--- src/rtl/epms_pkg.sv ---
// Package for the epoch-millisecond to packed-date converter: types, constants and microcode.
package epms_pkg;

  // Field widths and limits.
  localparam int unsigned MillisW  = 64;
  localparam int unsigned PackedW  = 38;
  localparam int unsigned YearW    = 12;
  localparam int unsigned SpanW    = 35;
  localparam int unsigned PcW      = 4;

  localparam logic [YearW-1:0] EpochYear = YearW'(1900);
  localparam logic [YearW-1:0] MaxYear   = YearW'(4095);

  // Spans in milliseconds that the walk takes off the running remainder.
  localparam logic [SpanW-1:0] MsPerSec      = SpanW'(64'd1000);
  localparam logic [SpanW-1:0] MsPerMin      = SpanW'(64'd60 * 64'd1000);
  localparam logic [SpanW-1:0] MsPerHour     = SpanW'(64'd3600 * 64'd1000);
  localparam logic [SpanW-1:0] MsPerDay      = SpanW'(64'd86400 * 64'd1000);
  localparam logic [SpanW-1:0] MsPerYear     = SpanW'(64'd365 * 64'd86400 * 64'd1000);
  localparam logic [SpanW-1:0] MsPerLeapYear = SpanW'(64'd366 * 64'd86400 * 64'd1000);
  localparam logic [SpanW-1:0] MsPer28Days   = SpanW'(64'd28 * 64'd86400 * 64'd1000);
  localparam logic [SpanW-1:0] MsPer29Days   = SpanW'(64'd29 * 64'd86400 * 64'd1000);
  localparam logic [SpanW-1:0] MsPer30Days   = SpanW'(64'd30 * 64'd86400 * 64'd1000);
  localparam logic [SpanW-1:0] MsPer31Days   = SpanW'(64'd31 * 64'd86400 * 64'd1000);

  // Datapath operations selected by the control word.
  typedef enum logic [3:0] {
    OP_NOP,
    OP_LOAD,
    OP_YEAR,
    OP_MONTH,
    OP_DAY,
    OP_HOUR,
    OP_MIN,
    OP_SEC,
    OP_EMIT,
    OP_EMIT_OVF
  } op_e;

  // Jump conditions; when the condition is false the step repeats, unless the year step takes its overflow exit.
  typedef enum logic [2:0] {
    COND_ALWAYS,
    COND_IN_VALID,
    COND_YEAR_END,
    COND_MONTH_END,
    COND_UNIT_END,
    COND_OUT_FREE
  } cond_e;

  typedef struct packed {
    op_e              op;
    cond_e            cond;
    logic [PcW-1:0]   target;
    logic [PcW-1:0]   alt;
  } uword_t;

  // Step addresses of the program.
  localparam logic [PcW-1:0] S_IDLE  = 4'd0;
  localparam logic [PcW-1:0] S_YEAR  = 4'd1;
  localparam logic [PcW-1:0] S_MONTH = 4'd2;
  localparam logic [PcW-1:0] S_DAY   = 4'd3;
  localparam logic [PcW-1:0] S_HOUR  = 4'd4;
  localparam logic [PcW-1:0] S_MIN   = 4'd5;
  localparam logic [PcW-1:0] S_SEC   = 4'd6;
  localparam logic [PcW-1:0] S_EMIT  = 4'd7;
  localparam logic [PcW-1:0] S_OVF   = 4'd8;

  // Control store: one word per step.
  function automatic uword_t ucode_rom(input logic [PcW-1:0] addr);
    uword_t w;
    unique case (addr)
      S_IDLE:  w = '{OP_LOAD,     COND_IN_VALID,  S_YEAR,  S_IDLE};
      S_YEAR:  w = '{OP_YEAR,     COND_YEAR_END,  S_MONTH, S_OVF};
      S_MONTH: w = '{OP_MONTH,    COND_MONTH_END, S_DAY,   S_IDLE};
      S_DAY:   w = '{OP_DAY,      COND_UNIT_END,  S_HOUR,  S_IDLE};
      S_HOUR:  w = '{OP_HOUR,     COND_UNIT_END,  S_MIN,   S_IDLE};
      S_MIN:   w = '{OP_MIN,      COND_UNIT_END,  S_SEC,   S_IDLE};
      S_SEC:   w = '{OP_SEC,      COND_UNIT_END,  S_EMIT,  S_IDLE};
      S_EMIT:  w = '{OP_EMIT,     COND_OUT_FREE,  S_IDLE,  S_IDLE};
      S_OVF:   w = '{OP_EMIT_OVF, COND_OUT_FREE,  S_IDLE,  S_IDLE};
      default: w = '{OP_NOP,      COND_ALWAYS,    S_IDLE,  S_IDLE};
    endcase
    return w;
  endfunction

  // Length of a month in milliseconds (index 0 is January), February stretched in leap years.
  function automatic logic [SpanW-1:0] month_ms(input logic [3:0] mon, input logic leap);
    logic [SpanW-1:0] span;
    case (mon) inside
      4'd1:                    span = leap ? MsPer29Days : MsPer28Days;
      4'd3, 4'd5, 4'd8, 4'd10: span = MsPer30Days;
      default:                 span = MsPer31Days;
    endcase
    return span;
  endfunction

endpackage

--- src/rtl/epoch_ms_to_packed_date.sv ---
// Microcoded converter from epoch milliseconds to a packed calendar date word.
//
//   Channel | Handshake              | Payload
//   --------+------------------------+--------------------------------------
//   in      | in_valid_i, in_ready_o | millis_i (64 bits)
//   out     | out_valid_o,out_ready_i| packed_date_o (38 bits), overflow_o
//
// Each step does one compare and subtract of a constant span on the millisecond remainder:
// one step per year passed since 1900 plus a closing one (up to 2196), then up to 12 month,
// 31 day, 24 hour, 60 minute and 60 second steps, plus the load and emit steps.
// A date past the last year stops the year walk and is flagged on overflow_o.
// Reset clears the step counter and the output valid flag; no clearing pass.
// The result sits in an output register, so a new beat is taken while it waits;
// the next result holds at its emit step until that register is free.
module epoch_ms_to_packed_date (
  input  logic                          clk_i,
  input  logic                          rst_ni,
  input  logic                          in_valid_i,
  output logic                          in_ready_o,
  input  logic [epms_pkg::MillisW-1:0]  millis_i,
  output logic                          out_valid_o,
  input  logic                          out_ready_i,
  output logic [epms_pkg::PackedW-1:0]  packed_date_o,
  output logic                          overflow_o
);
  import epms_pkg::*;

  logic [PcW-1:0]     pc_q, pc_d;
  logic [MillisW-1:0] rem_q, rem_d;
  logic [YearW-1:0]   year_q, year_d;
  logic [1:0]         mod4_q, mod4_d;
  logic [6:0]         mod100_q, mod100_d;
  logic [8:0]         mod400_q, mod400_d;
  logic [3:0]         mon_q, mon_d;
  logic [4:0]         day_q, day_d;
  logic [4:0]         hour_q, hour_d;
  logic [5:0]         min_q, min_d;
  logic [5:0]         sec_q, sec_d;
  logic               out_valid_q, out_valid_d;
  logic [PackedW-1:0] packed_q, packed_d;
  logic               ovf_q, ovf_d;

  uword_t           uw;
  logic             cond_ok;
  logic             ovf_jump;
  logic             leap;
  logic [SpanW-1:0] span;
  logic [MillisW:0] diff;
  logic             below;
  logic             month_end;
  logic             out_free;

  // Fetch the control word of the current step.
  assign uw = ucode_rom(pc_q);

  // Leap rule from the running year residues.
  assign leap = (mod4_q == 2'd0) && ((mod100_q != 7'd0) || (mod400_q == 9'd0));

  // Span select and the shared subtractor; the borrow tells the remainder is below the span.
  always_comb begin
    case (uw.op)
      OP_YEAR:  span = leap ? MsPerLeapYear : MsPerYear;
      OP_MONTH: span = month_ms(mon_q, leap);
      OP_DAY:   span = MsPerDay;
      OP_HOUR:  span = MsPerHour;
      OP_MIN:   span = MsPerMin;
      default:  span = MsPerSec;
    endcase
  end
  assign diff      = {1'b0, rem_q} - {{(MillisW+1-SpanW){1'b0}}, span};
  assign below     = diff[MillisW];
  assign month_end = (mon_q == 4'd11) || below;
  assign out_free  = !out_valid_q || out_ready_i;

  // Branch condition of the current step.
  always_comb begin
    unique case (uw.cond)
      COND_ALWAYS:    cond_ok = 1'b1;
      COND_IN_VALID:  cond_ok = in_valid_i;
      COND_YEAR_END:  cond_ok = below;
      COND_MONTH_END: cond_ok = month_end;
      COND_UNIT_END:  cond_ok = below;
      COND_OUT_FREE:  cond_ok = out_free;
      default:        cond_ok = 1'b1;
    endcase
  end

  // The year step leaves through the alternate target when it would pass the last year.
  assign ovf_jump = (uw.op == OP_YEAR) && !below && (year_q == MaxYear);

  // Sequencer: take the alternate target on a year overflow, else jump on a true condition, otherwise repeat the step.
  always_comb begin
    if (ovf_jump) begin
      pc_d = uw.alt;
    end else if (cond_ok) begin
      pc_d = uw.target;
    end else begin
      pc_d = pc_q;
    end
  end

  // Datapath driven by the operation field.
  always_comb begin
    rem_d       = rem_q;
    year_d      = year_q;
    mod4_d      = mod4_q;
    mod100_d    = mod100_q;
    mod400_d    = mod400_q;
    mon_d       = mon_q;
    day_d       = day_q;
    hour_d      = hour_q;
    min_d       = min_q;
    sec_d       = sec_q;
    packed_d    = packed_q;
    ovf_d       = ovf_q;
    out_valid_d = out_valid_q && !out_ready_i;

    case (uw.op)
      OP_LOAD: begin
        if (in_valid_i) begin
          rem_d    = millis_i;
          year_d   = EpochYear;
          mod4_d   = 2'd0;
          mod100_d = 7'd0;
          mod400_d = 9'd300;
          mon_d    = 4'd0;
          day_d    = 5'd0;
          hour_d   = 5'd0;
          min_d    = 6'd0;
          sec_d    = 6'd0;
        end
      end
      OP_YEAR: begin
        if (!below && (year_q != MaxYear)) begin
          rem_d    = diff[MillisW-1:0];
          year_d   = year_q + YearW'(1);
          mod4_d   = mod4_q + 2'd1;
          mod100_d = (mod100_q == 7'd99) ? 7'd0 : mod100_q + 7'd1;
          mod400_d = (mod400_q == 9'd399) ? 9'd0 : mod400_q + 9'd1;
        end
      end
      OP_MONTH: begin
        if (!month_end) begin
          rem_d = diff[MillisW-1:0];
          mon_d = mon_q + 4'd1;
        end
      end
      OP_DAY: begin
        if (!below) begin
          rem_d = diff[MillisW-1:0];
          day_d = day_q + 5'd1;
        end
      end
      OP_HOUR: begin
        if (!below) begin
          rem_d  = diff[MillisW-1:0];
          hour_d = hour_q + 5'd1;
        end
      end
      OP_MIN: begin
        if (!below) begin
          rem_d = diff[MillisW-1:0];
          min_d = min_q + 6'd1;
        end
      end
      OP_SEC: begin
        if (!below) begin
          rem_d = diff[MillisW-1:0];
          sec_d = sec_q + 6'd1;
        end
      end
      OP_EMIT: begin
        if (out_free) begin
          packed_d    = {year_q, mon_q + 4'd1, day_q + 5'd1, hour_q, min_q, sec_q};
          ovf_d       = 1'b0;
          out_valid_d = 1'b1;
        end
      end
      OP_EMIT_OVF: begin
        if (out_free) begin
          packed_d    = '0;
          ovf_d       = 1'b1;
          out_valid_d = 1'b1;
        end
      end
      default: ;
    endcase
  end

  // Control registers.
  always_ff @(posedge clk_i or negedge rst_ni) begin
    if (!rst_ni) begin
      pc_q        <= S_IDLE;
      out_valid_q <= 1'b0;
    end else begin
      pc_q        <= pc_d;
      out_valid_q <= out_valid_d;
    end
  end

  // Datapath registers.
  always_ff @(posedge clk_i) begin
    rem_q    <= rem_d;
    year_q   <= year_d;
    mod4_q   <= mod4_d;
    mod100_q <= mod100_d;
    mod400_q <= mod400_d;
    mon_q    <= mon_d;
    day_q    <= day_d;
    hour_q   <= hour_d;
    min_q    <= min_d;
    sec_q    <= sec_d;
    packed_q <= packed_d;
    ovf_q    <= ovf_d;
  end

  assign in_ready_o    = (pc_q == S_IDLE);
  assign out_valid_o   = out_valid_q;
  assign packed_date_o = packed_q;
  assign overflow_o    = ovf_q;

endmodule
--- config.mk ---
export PLATFORM = sky130hd
export DESIGN_NAME = epoch_ms_to_packed_date
export DESIGN_NICKNAME = d
export VERILOG_FILES = /design/src/rtl/epms_pkg.sv /design/src/rtl/epoch_ms_to_packed_date.sv
export SDC_FILE = /design/constraint.sdc
export NUM_CORES = 1
export LEC_CHECK = 0
export ABC_AREA = 1
export CAP_MARGIN = 20
export CORE_UTILIZATION = 50
export DETAILED_ROUTE_END_ITERATION = 8
export DONT_BUFFER_PORTS = 1
export PLACE_DENSITY = 0.64
export RECOVER_POWER = 50
export SYNTH_ARGS = -nofsm -noshare
export SYNTH_HDL_FRONTEND = slang
export SYNTH_SLANG_ARGS = --single-unit
--- constraint.sdc ---
create_clock -name clk_i -period 13.9 [get_ports clk_i]
set_input_delay 0.695 -clock clk_i [delete_from_list [all_inputs] [get_ports clk_i]]
set_output_delay 0.695 -clock clk_i [all_outputs]
set_load 0.02 [all_outputs]
# --- Yosys cells after proc, flatten, opt, wreduce, memory -nomap -nowiden ---
# Memories as Yosys holds them, arrays and structs flattened.
# Cells that the tools add are included.
totals:
  mem_count: 1
  latchBits: 0
  romBits: 176
  word_cells: 143
  reg_bits: 164
  output_inout_bits: 41
  ramBits: 0
  inputBits: 68
op_classes:
  multipliers: 0
  add_sub_neg: 10
  muxes: 48
  eq_ne: 34
  bitwise_logic: 0
  div_mod_pow: 0
  reduce_logical: 36
  magnitude_cmp: 0
  shifts: 0
memory_table:
  columns: ["memory", "depth", "width", "read_ports", "rd_clocked_by_memory_dff", "write_ports", "line_no", "source"]
  rows:
  - ["(no name shown)", 16, 11, 1, 0, 0, "epms_pkg.sv:71", "unique case (addr)"]
op_table:
  columns: ["cell", "count"]
  rows:
  - ["64-bit two-way mux", 4]
  - ["64-bit one-hot mux with 4 select lines", 1]
  - ["35-bit one-hot mux with 5 select lines", 1]
  - ["38-bit two-way mux", 2]
  - ["38-bit one-hot mux with 2 select lines", 1]
  - ["64-bit by 35-bit subtractor with 65-bit output", 1]
  - ["28-bit two-way mux", 2]
  - ["27-bit two-way mux", 2]
  - ["9-bit two-way mux", 3]
  - ["12-bit two-way mux", 2]
  - ["12-bit one-hot mux with 2 select lines", 1]
  - ["6-bit one-hot mux with 2 select lines", 2]
  - ["7-bit two-way mux", 3]
  - ["3-bit AND reduction", 7]
  - ["4-bit by 3-bit equality test with 1-bit output, second input constant", 5]
  - ["4-bit equality test, second input constant", 5]
  - ["5-bit one-hot mux with 2 select lines", 2]
  - ["6-bit two-way mux", 3]
  - ["2-bit != test, second input constant", 9]
  - ["9-bit one-hot mux with 2 select lines", 1]
  - ["4-bit two-way mux", 4]
  - ["2-bit nonzero test", 8]
  - ["5-bit two-way mux", 3]
  - ["7-bit one-hot mux with 2 select lines", 1]
  - ["34 further kinds", 55]

# --- Depth between registers and ports, before layout ---
# Gate-level depths: netlist of run 1.
logic_depth:
  ltp_word: 11
  depth_mapped: 28
  ltp_nobuf: 28

# --- Worst setup path after synthesis of run 1 ---
# Ideal clock, no wire load.
synth_path:
  kind: "flip-flop to flip-flop"
  from: "register pc_q[0]"
  to: "register rem_q[10], enable pin"
  period_less_slack_ns: 6.218
  path_buffers: 1
  stages_incl_launch_ff: 27
  slack_ns: 7.682
  t_required_ns: 13.431
  t_arrival_ns: 5.750
  path_cell_list: "dfrtp_1 > inv_1 > ha_1 > nand3_2 > o21ai_2 > nor2_2 > nand2_2 > nor2_8 > inv_1 > buf_2 > nor2_1 > nor3_1 > ha_1 > nand2_1 > nor2_2 > inv_1 > nor2_1 > nand2_1 > nand2_2 > nand2_1 > nand2_2 > nand2_2 > nand2_1 > nand2_1 > nand2_1 > nand2_1 > nor3_2"
synth_between:
  elab_chain_len: 8
  elab_cells_between_ends: 20
synth_rtl:
  columns: ["item", "line_no", "source"]
  rows:
  - ["from (decl)", "epoch_ms_to_packed_date.sv:28", "logic [PcW-1:0] pc_q, pc_d;"]
  - ["from (signal assigned)", "epoch_ms_to_packed_date.sv:196", "pc_q <= pc_d;"]
  - ["memory read 16 x 11 bit *", null, null]
  - ["4-bit by 3-bit equality test with 1-bit output or 4-bit by 2-bit equality test with 1-bit output (tied branches)", "epoch_ms_to_packed_date.sv:61, epoch_ms_to_packed_date.sv:118", null]
  - ["35-bit one-hot mux with 5 select lines", "epoch_ms_to_packed_date.sv:61", "case (uw.op)"]
  - ["64-bit by 35-bit subtractor with 65-bit output", "epoch_ms_to_packed_date.sv:70", "assign diff = {1'b0, rem_q} - {{(MillisW+1-SpanW){1'b0}}, span};"]
  - ["1-bit logical NOT", null, null]
  - ["1-bit logical AND", "epoch_ms_to_packed_date.sv:134", "if (!below && (year_q != MaxYear)) begin"]
  - ["2-bit by 1-bit != test with 1-bit output (no source line)", null, null]
  - ["5-bit AND reduction (no source line) *", null, null]
  - ["to (signal assigned)", "epoch_ms_to_packed_date.sv:203", "rem_q <= rem_d;"]
  - ["to (decl)", "epoch_ms_to_packed_date.sv:29", "logic [MillisW-1:0] rem_q, rem_d;"]
# Mark *: on every way between the ends. The rest lies on a longest branch, timed or not.
# A chain may end at the register's enable or synchronous reset.

# --- Worst setup path in the final report of run 1 ---
layout_path:
  from: "register pc_q[0]"
  to: "register rem_q[43], enable pin"
# Same word-level chain as after synthesis.

==> impl_metrics.yaml, run 1 <==
flow_run:
  maxCapViolCount: 3
route:
  vias: 9072
  routedWlPerCell_um: 15.3
  drt-initial-drc-count: 620
  drcViolationCount: 0
  viasPerCell: 5.25
  drt-total-wl_mm: 26.5
  antenna_left: 0
  drtPass1Iterations: 5
finish:
  fill_cells: 2063
  register_area_um2: 4810
  drive_gt1_frac: 0.0413
  area_growth_pct: 8.04
  multiInputGateArea_um2: 5130
  n_antenna_cell: 0
  nNetsFinal: 1558
worst_setup_path:
  cp.required_ns: 13.96
  crit_path_end_kind: "flip-flop"
  cp-start-kind: "flip-flop"
  critPathKind: "flip-flop to flip-flop"
  cp.arrival_ns: 7.12
  crit_fanout: 61
outcome:
  failed_checks: "max-capacitance violations, max-slew violations"
  outcome: "finished with violations"
clock_network:
  numCtsBuffers: 17
  clock_path_buffers: 2
  cts_tree: "built"
  root_buffer: "clkbuf_16"
  cts_sinks: 161
  htreeDepth: 4
  clk_pin_slew_ns: 0.07
  clock_latency_ns: 0.43
timing:
  skew_ns: 0.0102
  maxSlewViolCount: 82
  setup_viol: 0
  timing.fmax_mhz: 142
  setup_ws_ns: 6.83
  worst_pin_slew_ns: 1.71
  rsz0062_at_grt: "false"
  fin_crit_ns: 7.07
  period_share: 0.508
  slew_headroom: -0.137
  tns_ns: 0
  hold_viol_final: 0
logic_synthesis:
  synth_edf_count: 156
  async_flop_share: 0.0311
  syn-num-nets: 1551
  syn_inst: 1434
  ys_ff_latch: 161
  yosysTopAreaCellShare: 0.429
  yosysMostFrequentCell: "nand2_1"
  synth-main-ff-cell: "edfxtp_1"
  yosysWarnings: 0
  syn_area_um2: 10900
  synth_top_area_cell: "edfxtp_1"
  syn_avg_cell_area_um2: 7.61
  synthTopCellsByArea: "edfxtp_1 (43%), nand2_1 (11%), nor2_1 (8.8%)"
  synth_seq_area_share: 0.441
  yosysUniqueCellTypes: 41
  synth_common_cells: "nand2_1 (331), nor2_1 (255), inv_1 (221), edfxtp_1 (156), nand3_1 (93)"
die:
  fp.coreArea_um2: 21200
  ios: 109
  die_h_um: 150
  initial_core_util: 0.515
  placementRows: 53
  die_area_um2: 22400
  die_x_um: 150
placement:
  gp_congestion: 0.979
  place_ws_ns: 8.03
  hpwl_mm: 20.5
  io_buffers: 0
global_route:
  grt-ovfl-total: 0
  track_usage: 0.246
  grt_first_pass_wirelength_mm: 42.4
  antenna_found_initial: 0
  grt_pass1_vias: 8738
  grt_max_degree: 86
hold_path:
  hp-class: "primary input to flip-flop"
==> cell usage in the layout, fill, tap and decap left out, types with 25 or more instances in the layout <==
master    instances
nand2_1         334
nor2_1          257
inv_1           223
edfxtp_1        156
nand3_1          94
o21ai_0          67
a21oi_1          53
ha_1             49
nor3_1           30
xnor2_1          25
==> through the flow <==
step	instances	hold slack, ns	cell area [µm²]	util
CTS	1728	0.348	11900	0.559
floorplan	1434	0.399	10900	-
finish	1729	0.363	11800	0.556
global placement	1695	0.400	11200	0.529
detailed placement	1695	0.400	11200	0.529
global route	1729	0.348	11800	0.556
==> critical path, cell delays in order, from the launching register on <==
cell and delay [ns]:
dfrtp_1 0.56, inv_1 0.16, ha_1 0.25, nand3_1 0.14, o21ai_0 0.20, nor2_1 0.19, nand2_1 0.13, nor2_1 1.14
inv_1 0.73, nor2_1 0.44, a211oi_1 0.13, ha_1 0.37, nand2_1 0.12, nor2_2 0.19, inv_1 0.06, nor2_1 0.10
nand2_1 0.07, nand2_2 0.13, nand2_1 0.08, nand2_2 0.12, nand2_2 0.10, nand2_1 0.15, o21ai_0 0.20, nor3_4 0.22
buf_4 0.68
==> final timing paths <==
check | from | to | slack (ns) | depth (start not counted)
worst max-delay path | pc_q[0] | rem_q[43] | 6.83 | 24
worst min-delay path | out_ready_i | out_valid_o | 0.36 | 1
worst max register to register | pc_q[0] | rem_q[43] | 6.83 | 24
worst min register to register | min_q[5] | packed_date_o[11] | 0.58 | 2
max in group asynchronous | rst_ni | pc_q[3] | 13.09 | 1
min in group asynchronous | rst_ni | pc_q[2] | 0.58 | 1
==> kinds of logic (layout without fill, tap and decap cells) <==
logic type	after synthesis	count (layout)	synth area share
adders and majority gates	49	49	0.0562
buffers and inverters	245	265	0.0861
AOI/OAI and AO/OA	168	168	0.0861
DFF	161	161	0.441
xor gates and xnor gates	46	46	0.0369
and+or+nand+nor	765	765	0.294
==> state kept, by name, summed over array words and instances (netlist names), 2 cells and up <==
| register | cells |
|---|---|
| year_q | 12 |
| rem_q | 61 |
| mon_q | 4 |
| day_q | 5 |
| mod4_q | 2 |
| pc_q | 4 |
| mod100_q | 7 |
| mod400_q | 9 |
| packed_date_o | 38 |
| sec_q | 6 |
| min_q | 6 |
| hour_q | 5 |
==> cell type report <==
cell class                 instances  share of cell area
inverter                         226              0.0719
multi-input combinational       1028               0.435
sequential                       161               0.408
clock buffer                      17              0.0361
timing repair buffer               7             0.00403
clock inverter                    15              0.0159
tap                              275              0.0292
==> repair_timing <==
action / in CTS / in global routing
resized for setup: 0 / 0
endpoints found under the hold margin: 5 / 0
hold buffers: 1 / 0
buffers inserted: 0 / 0
==> layer usage <==
metal  global-route usage  vias to the layer above  part of all wire
li1                     -                     4693                 -
met1                0.313                     4080              0.45
met2                0.425                      259              0.48
met3               0.0320                       40             0.050
met4               0.0884                        0             0.022
met5                    0                        -                 0
Power of run 1 is left out: the tool's default activity adds up to more than one toggle a clock period on the data nets, which glitch-free logic cannot reach.
==> inputs of run 2 (changes only) <==
==> constraint.sdc (replaced) <==
create_clock -name clk_i -period 6.95 [get_ports clk_i]
set_input_delay 0.3475 -clock clk_i [delete_from_list [all_inputs] [get_ports clk_i]]
set_output_delay 0.3475 -clock clk_i [all_outputs]
set_load 0.02 [all_outputs]
==> impl_metrics.yaml, run 2 (synthesis results as in run 1) <==
outcome:
  outcome: "finished with violations"
  failed_checks: "max-capacitance violations, max-slew violations"
route:
  vias: 9028
  antenna_left: 0
  routedWlPerCell_um: 15.2
  drt-initial-drc-count: 514
  drtPass1Iterations: 5
  viasPerCell: 5.22
  drcViolationCount: 0
  drt-total-wl_mm: 26.3
placement:
  hpwl_mm: 20.3
  gp_congestion: 0.970
  io_buffers: 0
  dp.cells: 1696
worst_setup_path:
  critPathKind: "flip-flop to flip-flop"
  ff2ff_path_depth: 26
  cp-startpoint: "pc_q[0]"
  cp-start-kind: "flip-flop"
  worstReg2RegEnd: "rem_q[8]"
  r2r_setup_slack_ns: 0.94
  rr_startpoint: "pc_q[0]"
  cp.required_ns: 7.01
  crit_end: "rem_q[8]"
  crit_fanout: 61
  cp.arrival_ns: 6.08
  crit_path_end_kind: "flip-flop"
global_route:
  grt_max_degree: 86
  grt-ovfl-total: 0
  antenna_found_initial: 0
  grt_first_pass_wirelength_mm: 42.0
  track_usage: 0.243
  grt_pass1_vias: 8515
finish:
  finish.utilization: 0.556
  mostFrequentLayoutCells: "nand2_1 (334), nor2_1 (256), inv_1 (223)"
  area_growth_pct: 8.07
  largest_register_ffs: 61
  largest_register: "rem_q"
  layout_commonest_cell: "nand2_1"
  drive_gt1_frac: 0.0419
  nNetsFinal: 1560
  n_antenna_cell: 0
  fin_cells: 1731
clock_network:
  cts_resized: 0
  cts.hold.buffers_added: 1
  numCtsBuffers: 17
  clock_latency_ns: 0.43
  clock_path_buffers: 2
  htreeDepth: 4
  clk_pin_slew_ns: 0.07
  cts_tree: "built"
  postCtsSetupBuffers: 0
  cts_sinks: 161
  root_buffer: "clkbuf_16"
hold_path:
  hp-class: "primary input to flip-flop"
  min_from: "millis_i[51]"
timing:
  holdWs_ns: 0.0987
  rsz0062_at_grt: "false"
  setup_viol: 0
  slew_headroom: -0.0883
  timing.fmax_mhz: 166
  maxSlewViolCount: 41
  skew_ns: 0.0107
  worst_pin_slew_ns: 1.63
  hold_viol_final: 0
  tns_ns: 0
  fin_crit_ns: 6.01
  period_share: 0.865
flow_run:
  maxCapViolCount: 2
die:
  die_x_um: 150
  ios: 109
  die_area_um2: 22400
  fp.coreArea_um2: 21200
  initial_core_util: 0.515
  placementRows: 53
  die_h_um: 150
[run 2: cell types whose count changed in the layout (fill, tap and decap cells not counted)]
cell	previous run	this run
nor2_1	257	256
inv_8	5	4
clkbuf_1	2	3
inv_6	3	4
dlygate4sd3_1	1	2
bufinv_16	1	0
clkinv_2	0	1
nor2_8	0	1
[run 2: worst max-delay path, stage by stage, from the launching register on]
cell and delay [ns]:
dfrtp_1 0.56, inv_1 0.23, ha_1 0.28, nand3_1 0.15, o21ai_0 0.19, nor2_1 0.18
inv_1 0.07, nor3_1 0.53, inv_1 0.33, nor2_2 0.21, nand2_1 0.10, inv_1 0.10
nor2_1 0.06, ha_1 0.35, nand2_1 0.11, nor2_2 0.18, inv_1 0.08, nor2_1 0.11
nand2_1 0.09, nand2_2 0.12, nand2_1 0.07, nand2_2 0.11, nand2_2 0.09, nand2_1 0.18
o21ai_0 0.21, nor3_4 0.23, buf_4 0.66
[run 2: metrics by stage]
stage | cell area (µm²) | setup WS [ns]
finish | 11800 | 0.937
CTS | 11800 | 1.30
global placement | 11200 | 1.42
floorplan | 10900 | 0.732
detailed placement | 11200 | 1.31
global route | 11800 | 0.415
[run 2: metal layers]
metal / vias up / track usage / part of all wire
met5: - / 0 / 0
met4: 0 / 0.0843 / 0.025
met3: 42 / 0.0396 / 0.047
met2: 225 / 0.409 / 0.47
met1: 4074 / 0.316 / 0.46
li1: 4687 / - / -
[run 2: layout make-up]
type,count,area [µm²]
Fill cell,2044,9420
Multi-Input combinational cell,1028,5150
Sequential cell,161,4810
Inverter,226,848
Clock buffer,17,425
Tap cell,275,344
Clock inverter,15,160
Timing Repair Buffer,9,61.3
[run 2: how the worst min path moves through the flow]
stage	to	slack (ns)	cells after the start
floorplan	out_valid_o	0.05	0
global placement	out_valid_o	0.05	0
detailed placement	out_valid_o	0.05	0
CTS	out_valid_o	0.005	1
global route	rem_q[47]	0.1	2
finish	rem_q[51]	0.1	2
Power of run 2 is left out for the same reason.
==> inputs of run 3 (changes only) <==
==> constraint.sdc (replaced) <==
create_clock -name clk_i -period 7.8 [get_ports clk_i]
set_input_delay 0.39 -clock clk_i [delete_from_list [all_inputs] [get_ports clk_i]]
set_output_delay 0.39 -clock clk_i [all_outputs]
set_load 0.02 [all_outputs]
==> impl_metrics.yaml, run 3 (synthesis results as in run 1) <==
die:
  placementRows: 53
  die_x_um: 150
  ios: 109
  die_h_um: 150
  die_area_um2: 22400
  initial_core_util: 0.515
  fp.coreArea_um2: 21200
clock_network:
  htreeDepth: 4
  clock_path_buffers: 2
  cts_resized: 0
  clk_pin_slew_ns: 0.07
  cts_tree: "built"
  root_buffer: "clkbuf_16"
  clock_latency_ns: 0.44
  numCtsBuffers: 17
  postCtsSetupBuffers: 0
  cts.hold.buffers_added: 1
  cts_sinks: 161
global_route:
  grt_first_pass_wirelength_mm: 43.6
  grt_pass1_vias: 8831
  antenna_found_initial: 0
  grt_max_degree: 86
  track_usage: 0.252
  grt-ovfl-total: 0
worst_setup_path:
  worstPathCellList: "inv_1, ha_1, nand3_1, o21ai_0, nor2_1, inv_1, nor3_1, inv_1, o21ai_0, inv_1, ha_1, nand2_1, nor2_2, inv_1, nor2_1, nand2_1, nand2_2, nand2_1, nand2_2, nand2_2, nand2_1, o21ai_0, nor3_4, buf_4"
  cp_slowest_cell: "buf_4"
  crit_fanout: 61
  max_stage_delay_ns: 0.67
  rr_startpoint: "pc_q[0]"
  critPathMostFrequentCell: "inv_1"
  cp-start-kind: "flip-flop"
  crit_path_end_kind: "flip-flop"
  path_buf_inv: 6
  ff2ff_path_depth: 24
  cp.arrival_ns: 6.18
  crit_family: "simple AND/OR/NAND/NOR gates"
  cp.required_ns: 7.86
  critPathKind: "flip-flop to flip-flop"
  r2r_setup_slack_ns: 1.68
  worstReg2RegEnd: "rem_q[29]"
timing:
  worst_pin_slew_ns: 1.68
  rsz0062_at_grt: "false"
  setup_viol: 0
  tns_ns: 0
  maxSlewViolCount: 40
  hold_viol_final: 0
  period_share: 0.785
  skew_ns: 0.0134
  fin_crit_ns: 6.12
  slew_headroom: -0.118
  holdWs_ns: 0.0519
  timing.fmax_mhz: 163
finish:
  multiInputGateArea_um2: 5150
  mostFrequentLayoutCells: "nand2_1 (334), nor2_1 (256), inv_1 (223)"
  design_area_um2: 11800
  n_antenna_cell: 0
  register_area_um2: 4810
  largest_register: "rem_q"
  fill_cells: 2077
  layout_commonest_cell: "nand2_1"
  finish.utilization: 0.556
  area_growth_pct: 8.00
  drive_gt1_frac: 0.0420
  nNetsFinal: 1558
  largest_register_ffs: 61
route:
  drtPass1Iterations: 5
  antenna_left: 0
  drcViolationCount: 0
  drt-total-wl_mm: 26.7
  routedWlPerCell_um: 15.5
  drt-initial-drc-count: 635
  viasPerCell: 5.31
  vias: 9178
hold_path:
  hp-class: "primary input to flip-flop"
  whs_path_depth: 1
  hold_end: "out_valid_o"
  min_from: "out_ready_i"
outcome:
  failed_checks: "max-capacitance violations, max-slew violations"
  outcome: "finished with violations"
placement:
  gp_congestion: 0.961
  placed_area_um2: 11200
  hpwl_mm: 20.6
  io_buffers: 0
flow_run:
  maxCapViolCount: 1
==> run 3: cell count changes in the layout (fill, tap and decap cells not counted) <==
| cell | before | now |
|---|---|---|
| dlygate4sd3_1 | 2 | 1 |
| inv_6 | 4 | 1 |
| clkinvlp_4 | 0 | 2 |
| inv_8 | 4 | 6 |
| clkbuf_1 | 3 | 2 |
| clkinv_2 | 1 | 0 |
==> run 3: how the worst max path moves through the flow <==
stage | start | endpoint | slack, ns | cells after the start
after floorplan | pc_q[0] | rem_q[10] | 1.58 | 26
after global placement | pc_q[0] | rem_q[9] | 2.08 | 24
after detailed placement | pc_q[0] | rem_q[3] | 1.98 | 24
after CTS | pc_q[0] | rem_q[43] | 1.96 | 24
after global routing | pc_q[0] | rem_q[29] | 1.13 | 24
final | pc_q[0] | rem_q[29] | 1.68 | 24
==> run 3: routing by layer <==
metal,routed length [µm],vias to the layer above,track usage
li1,-,4687,-
met1,12100,4214,0.320
met2,12800,223,0.430
met3,1130,54,0.0387
met4,743,0,0.0934
met5,0,-,0
==> run 3: layout make-up <==
type,count,share of cell area
inverter,226,0.0719
sequential,161,0.408
timing repair buffer,7,0.00403
clock inverter,15,0.0141
clock buffer,17,0.0361
tap,275,0.0292
multi-input combinational,1028,0.437
==> run 3: metrics by stage <==
step | cells | setup slack (ns)
global route | 1729 | 1.13
global placement | 1695 | 2.08
floorplan | 1434 | 1.58
detailed placement | 1695 | 1.98
finish | 1729 | 1.68
CTS | 1728 | 1.96
==> run 3: worst reg2reg max path: stages (launching register included) <==
cell and delay (ns):
dfrtp_1 0.57, inv_1 0.23, ha_1 0.27, nand3_1 0.15
o21ai_0 0.22, nor2_1 0.22, inv_1 0.08, nor3_1 0.51
inv_1 0.34, o21ai_0 0.37, inv_1 0.12, ha_1 0.37
nand2_1 0.12, nor2_2 0.22, inv_1 0.07, nor2_1 0.10
nand2_1 0.07, nand2_2 0.12, nand2_1 0.08, nand2_2 0.12
nand2_2 0.10, nand2_1 0.15, o21ai_0 0.19, nor3_4 0.22
buf_4 0.67
Power of run 3 is left out for the same reason.
